`src/hw/rtl/stt_pkg.sv`:
```
// Shared types and constants for the software timer table.
// Used by stt_ctrl, stt_dp and software_timer_table; depends on nothing.
`default_nettype none

package stt_pkg;

  // Most tick results reported for one tick item
  localparam int MaxResults = 8;

  typedef enum logic [2:0] {
    MODE_CREATE    = 3'd0,
    MODE_START     = 3'd1,
    MODE_STOP      = 3'd2,
    MODE_DELETE    = 3'd3,
    MODE_TICK      = 3'd4,
    MODE_REMAINING = 3'd5
  } mode_e;

  typedef enum logic [1:0] {
    STATUS_OK          = 2'd0,
    STATUS_BAD_INDEX   = 2'd1,
    STATUS_INACTIVE    = 2'd2,
    STATUS_CREATE_FAIL = 2'd3
  } status_e;

  typedef enum logic [1:0] {
    ST_IDLE,
    ST_EXEC,
    ST_SCAN,
    ST_FLUSH
  } state_e;

  // Controller to datapath
  typedef struct packed {
    logic load;
    logic exec;
    logic scan;
    logic flush;
  } cmd_t;

  // Datapath to controller
  typedef struct packed {
    logic scan_done;
    logic is_tick;
  } dp_status_t;

endpackage

`default_nettype wire

```
`src/hw/rtl/stt_ctrl.sv`:
```
// Controller state machine for the software timer table.
// Depends on stt_pkg; drives the command bundle of stt_dp.
`default_nettype none

module stt_ctrl (
  input  wire logic               clk_i,
  input  wire logic               rst_ni,
  input  wire logic               start_i,
  input  wire logic [2:0]         mode_i,
  input  wire stt_pkg::dp_status_t dp_status_i,
  output stt_pkg::cmd_t           cmd_o,
  output logic                    busy_o
);

  stt_pkg::state_e state_q, state_d;

  always_ff @(posedge clk_i or negedge rst_ni) begin
    if (!rst_ni) begin
      state_q <= stt_pkg::ST_IDLE;
    end else begin
      state_q <= state_d;
    end
  end

  always_comb begin
    state_d = state_q;
    cmd_o   = '0;
    busy_o  = (state_q != stt_pkg::ST_IDLE);
    unique case (state_q)
      stt_pkg::ST_IDLE: begin
        if (start_i) begin
          unique case (stt_pkg::mode_e'(mode_i))
            stt_pkg::MODE_CREATE,
            stt_pkg::MODE_TICK: begin
              cmd_o.load = 1'b1;
              state_d    = stt_pkg::ST_SCAN;
            end
            stt_pkg::MODE_START,
            stt_pkg::MODE_STOP,
            stt_pkg::MODE_DELETE,
            stt_pkg::MODE_REMAINING: begin
              cmd_o.load = 1'b1;
              state_d    = stt_pkg::ST_EXEC;
            end
            // unused modes: drop the item
            default: state_d = stt_pkg::ST_IDLE;
          endcase
        end
      end
      stt_pkg::ST_EXEC: begin
        cmd_o.exec = 1'b1;
        state_d    = stt_pkg::ST_IDLE;
      end
      stt_pkg::ST_SCAN: begin
        cmd_o.scan = 1'b1;
        if (dp_status_i.scan_done) begin
          state_d = dp_status_i.is_tick ? stt_pkg::ST_FLUSH : stt_pkg::ST_IDLE;
        end
      end
      stt_pkg::ST_FLUSH: begin
        cmd_o.flush = 1'b1;
        state_d     = stt_pkg::ST_IDLE;
      end
      default: state_d = stt_pkg::ST_IDLE;
    endcase
  end

endmodule

`default_nettype wire

```
`src/hw/rtl/stt_dp.sv`:
```
// Datapath of the software timer table: latched item, slot table, scan
// pointer, pending tick result and result registers. Depends on stt_pkg.
`default_nettype none

module stt_dp #(
  parameter int NUM_TIMERS = 8
) (
  input  wire logic                clk_i,
  input  wire logic                rst_ni,
  input  wire stt_pkg::cmd_t       cmd_i,
  output stt_pkg::dp_status_t      dp_status_o,
  input  wire logic [2:0]          mode_i,
  input  wire logic [3:0]          slot_index_i,
  input  wire logic [31:0]         period_in_i,
  input  wire logic                repeat_in_i,
  input  wire logic [31:0]         now_ms_i,
  output logic                     result_valid_o,
  output logic [1:0]               status_o,
  output logic [3:0]               slot_out_o,
  output logic [31:0]              time_left_o,
  output logic                     fired_o,
  output logic                     last_o
);

  localparam int IdxW = (NUM_TIMERS > 1) ? $clog2(NUM_TIMERS) : 1;
  localparam int CntW = $clog2(stt_pkg::MaxResults + 1);

  // Latched item
  logic [2:0]  mode_q;
  logic [3:0]  idx_q;
  logic [31:0] period_q;
  logic        repeat_q;
  logic [31:0] now_q;

  // Scan control
  logic [IdxW-1:0] ptr_q, ptr_d;
  logic [CntW-1:0] cnt_q, cnt_d;
  logic            pend_vld_q, pend_vld_d;
  logic [IdxW-1:0] pend_slot_q, pend_slot_d;

  // Slot table
  logic [NUM_TIMERS-1:0] active_q;
  logic [NUM_TIMERS-1:0] repeat_arr_q;
  logic [31:0]           period_arr_q   [NUM_TIMERS];
  logic [31:0]           deadline_arr_q [NUM_TIMERS];

  // Result registers
  logic        rvalid_q, rvalid_d;
  logic [1:0]  status_q, status_d;
  logic [3:0]  slot_q, slot_d;
  logic [31:0] left_q, left_d;
  logic        fired_q, fired_d;
  logic        last_q, last_d;

  // Table write controls
  logic        act_we, act_wd, cfg_we, dl_we;
  logic [31:0] dl_wd;

  logic [IdxW-1:0] sel;
  logic            sel_act, sel_rep;
  logic [31:0]     sel_per, sel_dl, sum;
  logic            idx_ok, is_due, ptr_last, cnt_full, scan_done;

  assign sel      = cmd_i.exec ? idx_q[IdxW-1:0] : ptr_q;
  assign sel_act  = active_q[sel];
  assign sel_rep  = repeat_arr_q[sel];
  assign sel_per  = period_arr_q[sel];
  assign sel_dl   = deadline_arr_q[sel];
  assign sum      = now_q + sel_per;
  assign idx_ok   = ({1'b0, idx_q} < 5'(NUM_TIMERS));
  assign is_due   = sel_act && (sel_dl != 32'd0) && (now_q >= sel_dl);
  assign ptr_last = (ptr_q == IdxW'(NUM_TIMERS - 1));
  assign cnt_full = (cnt_q == CntW'(stt_pkg::MaxResults));

  assign dp_status_o.scan_done = scan_done;
  assign dp_status_o.is_tick   = (mode_q == stt_pkg::MODE_TICK);

  always_comb begin
    ptr_d       = ptr_q;
    cnt_d       = cnt_q;
    pend_vld_d  = pend_vld_q;
    pend_slot_d = pend_slot_q;
    rvalid_d    = 1'b0;
    status_d    = stt_pkg::STATUS_OK;
    slot_d      = 4'd0;
    left_d      = 32'd0;
    fired_d     = 1'b0;
    last_d      = 1'b1;
    act_we      = 1'b0;
    act_wd      = 1'b0;
    cfg_we      = 1'b0;
    dl_we       = 1'b0;
    dl_wd       = 32'd0;
    scan_done   = 1'b0;

    if (cmd_i.load) begin
      ptr_d      = '0;
      cnt_d      = '0;
      pend_vld_d = 1'b0;
    end

    if (cmd_i.exec) begin
      rvalid_d = 1'b1;
      unique case (stt_pkg::mode_e'(mode_q))
        stt_pkg::MODE_START,
        stt_pkg::MODE_STOP: begin
          if (!idx_ok) begin
            status_d = stt_pkg::STATUS_BAD_INDEX;
          end else if (!sel_act) begin
            status_d = stt_pkg::STATUS_INACTIVE;
          end else begin
            dl_we = 1'b1;
            dl_wd = (mode_q == stt_pkg::MODE_START) ? sum : 32'd0;
          end
        end
        stt_pkg::MODE_DELETE: begin
          if (!idx_ok) begin
            status_d = stt_pkg::STATUS_BAD_INDEX;
          end else begin
            act_we = 1'b1;
            act_wd = 1'b0;
          end
        end
        stt_pkg::MODE_REMAINING: begin
          if (!idx_ok) begin
            status_d = stt_pkg::STATUS_BAD_INDEX;
          end else if (!sel_act) begin
            status_d = stt_pkg::STATUS_INACTIVE;
          end else if (sel_dl != 32'd0 && now_q < sel_dl) begin
            left_d = sel_dl - now_q;
          end
        end
        default: rvalid_d = 1'b0;
      endcase
    end

    if (cmd_i.scan) begin
      ptr_d = ptr_q + IdxW'(1);
      if (mode_q == stt_pkg::MODE_TICK) begin
        scan_done = ptr_last;
        if (is_due && !cnt_full) begin
          dl_we       = 1'b1;
          dl_wd       = sel_rep ? sum : 32'd0;
          cnt_d       = cnt_q + CntW'(1);
          pend_vld_d  = 1'b1;
          pend_slot_d = ptr_q;
          // the earlier due slot now has a successor: send it as non-final
          if (pend_vld_q) begin
            rvalid_d = 1'b1;
            slot_d   = 4'(pend_slot_q);
            fired_d  = 1'b1;
            last_d   = 1'b0;
          end
        end
      end else begin
        if (period_q == 32'd0) begin
          scan_done = 1'b1;
          rvalid_d  = 1'b1;
          status_d  = stt_pkg::STATUS_CREATE_FAIL;
        end else if (!sel_act) begin
          scan_done = 1'b1;
          rvalid_d  = 1'b1;
          slot_d    = 4'(ptr_q);
          act_we    = 1'b1;
          act_wd    = 1'b1;
          cfg_we    = 1'b1;
          dl_we     = 1'b1;
          dl_wd     = 32'd0;
        end else if (ptr_last) begin
          scan_done = 1'b1;
          rvalid_d  = 1'b1;
          status_d  = stt_pkg::STATUS_CREATE_FAIL;
        end
      end
    end

    if (cmd_i.flush) begin
      rvalid_d = 1'b1;
      if (pend_vld_q) begin
        slot_d  = 4'(pend_slot_q);
        fired_d = 1'b1;
      end
    end
  end

  always_ff @(posedge clk_i or negedge rst_ni) begin
    if (!rst_ni) begin
      rvalid_q     <= 1'b0;
      active_q     <= '0;
      repeat_arr_q <= '0;
      pend_vld_q   <= 1'b0;
    end else begin
      rvalid_q   <= rvalid_d;
      pend_vld_q <= pend_vld_d;
      if (act_we) begin
        active_q[sel] <= act_wd;
      end
      if (cfg_we) begin
        repeat_arr_q[sel] <= repeat_q;
      end
    end
  end

  always_ff @(posedge clk_i) begin
    if (cmd_i.load) begin
      mode_q   <= mode_i;
      idx_q    <= slot_index_i;
      period_q <= period_in_i;
      repeat_q <= repeat_in_i;
      now_q    <= now_ms_i;
    end
    ptr_q       <= ptr_d;
    cnt_q       <= cnt_d;
    pend_slot_q <= pend_slot_d;
    status_q    <= status_d;
    slot_q      <= slot_d;
    left_q      <= left_d;
    fired_q     <= fired_d;
    last_q      <= last_d;
    if (cfg_we) begin
      period_arr_q[sel] <= period_q;
    end
    if (dl_we) begin
      deadline_arr_q[sel] <= dl_wd;
    end
  end

  assign result_valid_o = rvalid_q;
  assign status_o       = status_q;
  assign slot_out_o     = slot_q;
  assign time_left_o    = left_q;
  assign fired_o        = fired_q;
  assign last_o         = last_q;

endmodule

`default_nettype wire

```
`src/hw/rtl/software_timer_table.sv`:
```
// Top level of the software timer table: controller plus datapath.
// Depends on stt_pkg, stt_ctrl and stt_dp.
//
// An item is taken when start_i is high while busy_o is low. Each result is
// shown for one cycle with result_valid_o and cannot be held off; last_o
// marks the final result of an item. Start, stop, delete and remaining keep
// busy_o high through the exec state, from which their result is registered.
// Create scans the slot table one slot per cycle until it meets a free slot
// or the last slot (it stops at once for a zero period), and tick always
// scans all NUM_TIMERS slots and then closes in the flush state; the rate is
// set by this scan through the single read port of the slot table. A tick
// reports up to eight due slots, each on its own cycle, and all slots are
// stopped and free after reset. Items with an unused mode code are dropped without a result.
`default_nettype none

module software_timer_table #(
  parameter int NUM_TIMERS = 8
) (
  input  wire logic        clk_i,
  input  wire logic        rst_ni,
  input  wire logic        start_i,
  output logic             busy_o,
  input  wire logic [2:0]  mode_i,
  input  wire logic [3:0]  slot_index_i,
  input  wire logic [31:0] period_in_i,
  input  wire logic        repeat_in_i,
  input  wire logic [31:0] now_ms_i,
  output logic             result_valid_o,
  output logic [1:0]       status_o,
  output logic [3:0]       slot_out_o,
  output logic [31:0]      time_left_o,
  output logic             fired_o,
  output logic             last_o
);

  stt_pkg::cmd_t       cmd;
  stt_pkg::dp_status_t dp_status;

  stt_ctrl u_ctrl (
    .clk_i       (clk_i),
    .rst_ni      (rst_ni),
    .start_i     (start_i),
    .mode_i      (mode_i),
    .dp_status_i (dp_status),
    .cmd_o       (cmd),
    .busy_o      (busy_o)
  );

  stt_dp #(
    .NUM_TIMERS (NUM_TIMERS)
  ) u_dp (
    .clk_i          (clk_i),
    .rst_ni         (rst_ni),
    .cmd_i          (cmd),
    .dp_status_o    (dp_status),
    .mode_i         (mode_i),
    .slot_index_i   (slot_index_i),
    .period_in_i    (period_in_i),
    .repeat_in_i    (repeat_in_i),
    .now_ms_i       (now_ms_i),
    .result_valid_o (result_valid_o),
    .status_o       (status_o),
    .slot_out_o     (slot_out_o),
    .time_left_o    (time_left_o),
    .fired_o        (fired_o),
    .last_o         (last_o)
  );

`ifndef NO_ASSERTIONS
  // A fired tick result always carries status ok
  a_fired_ok: assert property (@(posedge clk_i) disable iff (!rst_ni)
    result_valid_o && fired_o |-> status_o == stt_pkg::STATUS_OK)
    else $error("fired result with non-ok status");

  // Only tick produces non-final results, and those report a fired slot
  a_nonlast_fired: assert property (@(posedge clk_i) disable iff (!rst_ni)
    result_valid_o && !last_o |-> fired_o)
    else $error("non-final result without fired slot");

  // Start, stop, delete and remaining answer with a final result from the exec state
  a_single_lat: assert property (@(posedge clk_i) disable iff (!rst_ni)
    start_i && !busy_o && (mode_i == stt_pkg::MODE_START || mode_i == stt_pkg::MODE_STOP
      || mode_i == stt_pkg::MODE_DELETE || mode_i == stt_pkg::MODE_REMAINING)
    |-> ##2 result_valid_o && last_o)
    else $error("single-result item missed its result slot");
`endif

endmodule

`default_nettype wire
```
`config.mk`:
```
export PLATFORM = sky130hd
export DESIGN_NAME = software_timer_table
export DESIGN_NICKNAME = d
export VERILOG_FILES = /design/src/hw/rtl/stt_pkg.sv /design/src/hw/rtl/stt_ctrl.sv /design/src/hw/rtl/stt_dp.sv /design/src/hw/rtl/software_timer_table.sv
export SDC_FILE = /design/constraint.sdc
export NUM_CORES = 1
export LEC_CHECK = 0
export ABC_AREA = 1
export BUFFER_PORTS_ARGS = -buffer_cell sky130_fd_sc_hd__buf_4
export CAP_MARGIN = 25
export CORE_MARGIN = 2
export CORE_UTILIZATION = 54
export CTS_CLUSTER_SIZE = 16
export DETAILED_ROUTE_END_ITERATION = 8
export PLACE_DENSITY = 0.74
export SLEW_MARGIN = 20
export SYNTH_ARGS = -nofsm -noshare
export SYNTH_HDL_FRONTEND = slang
export SYNTH_SLANG_ARGS = --single-unit
```
`constraint.sdc`:
```
create_clock -name clk_i -period 5.05 [get_ports clk_i]
set_clock_uncertainty 0.15 [all_clocks]
set_input_delay 0.2525 -clock clk_i [delete_from_list [all_inputs] [get_ports clk_i]]
set_output_delay 0.2525 -clock clk_i [all_outputs]
set_load 0.01 [all_outputs]
```
==> key figures <==
Yosys
  • Syn Inst Count: about 2800
  • Synth area leader: edfxtp_1
  • Ranking of synthesized cells by area: edfxtp_1 (60%), nand2_1 (11%), inv_1 (5.1%)
  • Syn nets: between 2000 and 3000
  • Sequential fraction of the synthesis area: between 60% and 70%
  • Average cell area after synthesis: roughly 10 µm²
  • YS warnings: 0
  • Post-synthesis cell area: about 29000 µm²
  • Top cell type's share of synthesized area: about three fifths
  • Synth cell types: between 40 and 50
  • Yosys reg bits: about 650

STA
  • Final period util: 96.8%
  • Tmin final: about 4.9 ns
  • Final Hold Viols: 0
  • Slew Limit Fails: 0
  • Setup TNS: 0 ns
  • Final setup violation count: 0
  • Worst-Margin Slew: between 0.9 and 1 ns
  • Fmax: just over 0.2 GHz
  • Slew Limit Headroom: about a third

Power
  • Combinational share of power: about 55%
  • P_int: between 0.01 and 0.015 W
  • Peak supply drop: ~0.37 mV
  • Leakage: around 15 nW
  • Sw Ratio: roughly 45%
  • Sw Pwr: 0.0115 W
  • Power Density: roughly 720 nW/µm²
  • Tot Pwr: roughly 0.026 W
  • Clock Power Share: between 10% and 20%
  • Share of power burned in registers: 26.4%

CTS
  • Max H-tree Level: 3
  • CTS Sinks: between 600 and 700
  • Clock Latency Late Sink: around 0.62 ns
  • CTS tree: done
  • Root Driver: clkbuf_16
  • Clock Path Buffers: 3
  • CTS buffer count: 67
  • Clock slew at reported path FFs: ~0.060 ns

Detailed routing
  • Vias per Instance: 5.62
  • Initial drt markers: 2419
  • Drt wl/cell: between 20 and 25 µm
  • Routed WL: 81.6 mm
  • DRC: 0
  • DR pass1 iterations: 6
  • Total number of vias: around 22000
  • Remaining antenna violation count: 0

Floorplanning
  • Io pins: roughly 120
  • Row Count: 85
  • Core area: approximately 54000 µm²
  • Die Area: ~56000 µm²
  • Die Y: ~240 µm
  • Starting Density: 54.6%
  • Die Span X: roughly 240 µm

Cells and area
  • Final Cell Area: 35600 µm²
  • Area growth syn-to-layout: 21.1%
  • Finished Layout Cells: roughly 4000
  • NumNets Final: around 3300
  • Layout cells sized above 1: 14.7%

Global routing
  • First-pass GRT wire length: around 120 mm
  • Antenna violations before repair: 0
  • Vias in the first global route: between 20000 and 25000
  • Grt ovf: 0
  • Total track usage: ~29%
  • Largest net degree at the start of global routing: 65

Outcome
  • Outcome: complete, no violations

Setup path
  • CP cell instances: inv_2, nand2_4, o21ai_4, buf_12, inv_6, nand3_2, buf_4, buf_4, o22ai_1, or4_1, inv_1, ha_1, a21oi_2, o21ai_0, o21bai_1, a221oi_1, o21ai_0, xnor2_1, buf_4, nor2_1, buf_4
  • Arr. time, crit path: a little over 5 ns
  • Crit-path most repeated cell: buf_4
  • Worst path required time: around 5.3 ns
  • Critical path class: reg -> reg
  • Startpoint Class: flop
  • Crit path max fanout: 13
  • Worst R2R Path Depth: 21
  • Slowest library cell on the worst path: or4_1
  • Worst setup EP type: flop
  • Slowest stage delay, CP: between 0.4 and 0.5 ns

Hold path
  • Hold WC Path Type: in -> reg
  • Hold Crit Depth: 2

Placed design
  • Number of port buffers: 115
  • Placed Cells: ~3700
  • GP Congestion: 1.01
  • Detail Placement HPWL: 54.4 mm
  • Placed instance area: approximately 32000 µm²

Flow run
  • Max-cap violations: 0
[per-stage QoR]
stage | setup WS (ns) | hold WS, ns | utilization [%]
6_report | 0.164 | 0.209 | 66.2
5_1_grt | -0.0354 | 0.199 | 66.2
4_1_cts | 0.0120 | 0.185 | 65.5
3_5_place_dp | -0.298 | 0.00110 | 60.1
3_3_place_gp | -0.237 | -0.00222 | 60.0
2_1_floorplan | -0.221 | -0.193 | -
[synthesized netlist by cell type, drive strengths merged]
cell type,number
dfrtp,20
o221a,1
conb,1
inv,405
nand3,67
or3,1
and2,1
a221oi,2
and3,1
ha,75
buf,66
a21boi,4
o211ai,2
nand3b,17
o22ai,104
o2111ai,5
xnor2,22
a21o,8
nor4,9
nor3,17
or4,27
o21bai,6
xor2,23
nor3b,2
o21a,5
nand4,3
edfxtp,590
nor2,172
a21oi,110
a221o,1
nand2,855
dfxtp,43
a31oi,3
or2,28
clkbuf,19
a211oi,1
fa,2
o21ai,103
o41ai,1
[cell families (layout without fill, tap and decap cells)]
| logic type | Yosys count | count (layout) | share of synthesized area (%) |
|---|---|---|---|
| buffers and inverters | 490 | 874 | 6.70 |
| other | 1 | 3 | 0.0128 |
| AND/OR/NAND/NOR | 1200 | 1202 | 16.8 |
| adder cells (fa/ha/maj) | 77 | 77 | 3.33 |
| flip-flops | 653 | 653 | 64.9 |
| XOR/XNOR | 45 | 45 | 1.34 |
| AO/OA/AOI/OAI | 356 | 356 | 6.93 |
[critical path: cells and delay by family (launching register included)]
kind | cells | cell delay, ns
buffers and inverters | 8 | 1.34
AND/OR/NAND/NOR | 4 | 0.77
adder cells (fa/ha/maj) | 1 | 0.33
XOR/XNOR | 1 | 0.23
AO/OA/AOI/OAI | 7 | 1.38
flip-flops | 1 | 0.40
[repair_timing]
| item | in CTS | in global routing |
|---|---|---|
| buffers inserted | 3 | 9 |
| hold buffers | 75 | 0 |
| hold endpoints to repair | 94 | 0 |
| cloned | 0 | 5 |
| resized for setup | 8 | 42 |
| endpoints found under the setup margin | 391 | 521 |
| pin swaps | 1 | 5 |
[power groups by stage]
stage | registers (W) | clock network [W] | logic [W]
after global placement | 0.00686 | 0 | 0.0132
after floorplan | 0.00677 | 0 | 0.00810
after detailed placement | 0.00688 | 0 | 0.0133
after CTS | 0.00677 | 0.00485 | 0.0135
final | 0.00679 | 0.00480 | 0.0141
after global routing | 0.00683 | 0.00505 | 0.0153
[flip-flops by register name, indices dropped and copies added, names as in the netlist, 2 cells and up]
name                 count
u_dp.status_o            2
u_dp.slot_out_o          3
u_dp.active_q            8
u_dp.idx_q               4
u_dp.pend_slot_q         3
u_dp.cnt_q               4
u_dp.ptr_q               3
u_ctrl.state_q           2
u_dp.period_q           32
u_dp.period_arr_q      256
u_dp.now_q              32
u_dp.mode_q              3
u_dp.repeat_arr_q        8
u_dp.time_left_o        32
u_dp.deadline_arr_q    256
[placed cells by master, fill, tap and decap left out, types with 74 or more instances in the layout]
master / count
buf_4: 227
edfxtp_1: 590
inv_1: 398
dlygate4sd3_1: 75
nor2_1: 144
nand2_1: 841
o21ai_0: 93
a21oi_1: 99
o22ai_1: 104
ha_1: 74
[final timing paths]
path | to | startpoint | slack (ns)
worst max-delay path | u_dp.deadline_arr_q[5][25]$_DFFE_PP_ | u_ctrl.state_q[1]$_DFFE_PN0P_ | 0.16
worst min-delay path | u_dp.now_q[21]$_DFFE_PP_ | now_ms_i[21] | 0.21
worst max register to register | u_dp.deadline_arr_q[5][25]$_DFFE_PP_ | u_ctrl.state_q[1]$_DFFE_PN0P_ | 0.16
worst min register to register | u_dp.slot_out_o[0]$_DFF_P_ | u_dp.pend_slot_q[0]$_DFFE_PP_ | 0.29
max in group asynchronous | u_dp.pend_vld_q$_DFF_PN0_ | rst_ni | 3.66
min in group asynchronous | u_dp.repeat_arr_q[6]$_DFFE_PN0P_ | rst_ni | 0.60
[per-layer routing]
layer | GRT usage (%) | vias up | wire length, µm
met5 | 0 | - | 0
met4 | 13.7 | 0 | 3770
met3 | 5.13 | 209 | 7270
met2 | 47.4 | 1205 | 38800
met1 | 36.8 | 10400 | 31800
li1 | - | 10100 | -
[final cells by class]
cell class | count | area, µm²
timing repair buffer | 347 | 3350
fill | 4012 | 18200
antenna | 2 | 5.00
clock inverter | 39 | 348
sequential | 653 | 19100
inverter | 405 | 1530
multi-input combinational | 1681 | 8670
clock buffer | 83 | 1760
tap | 696 | 871
Note: power is estimated with default switching activity, not from simulation.
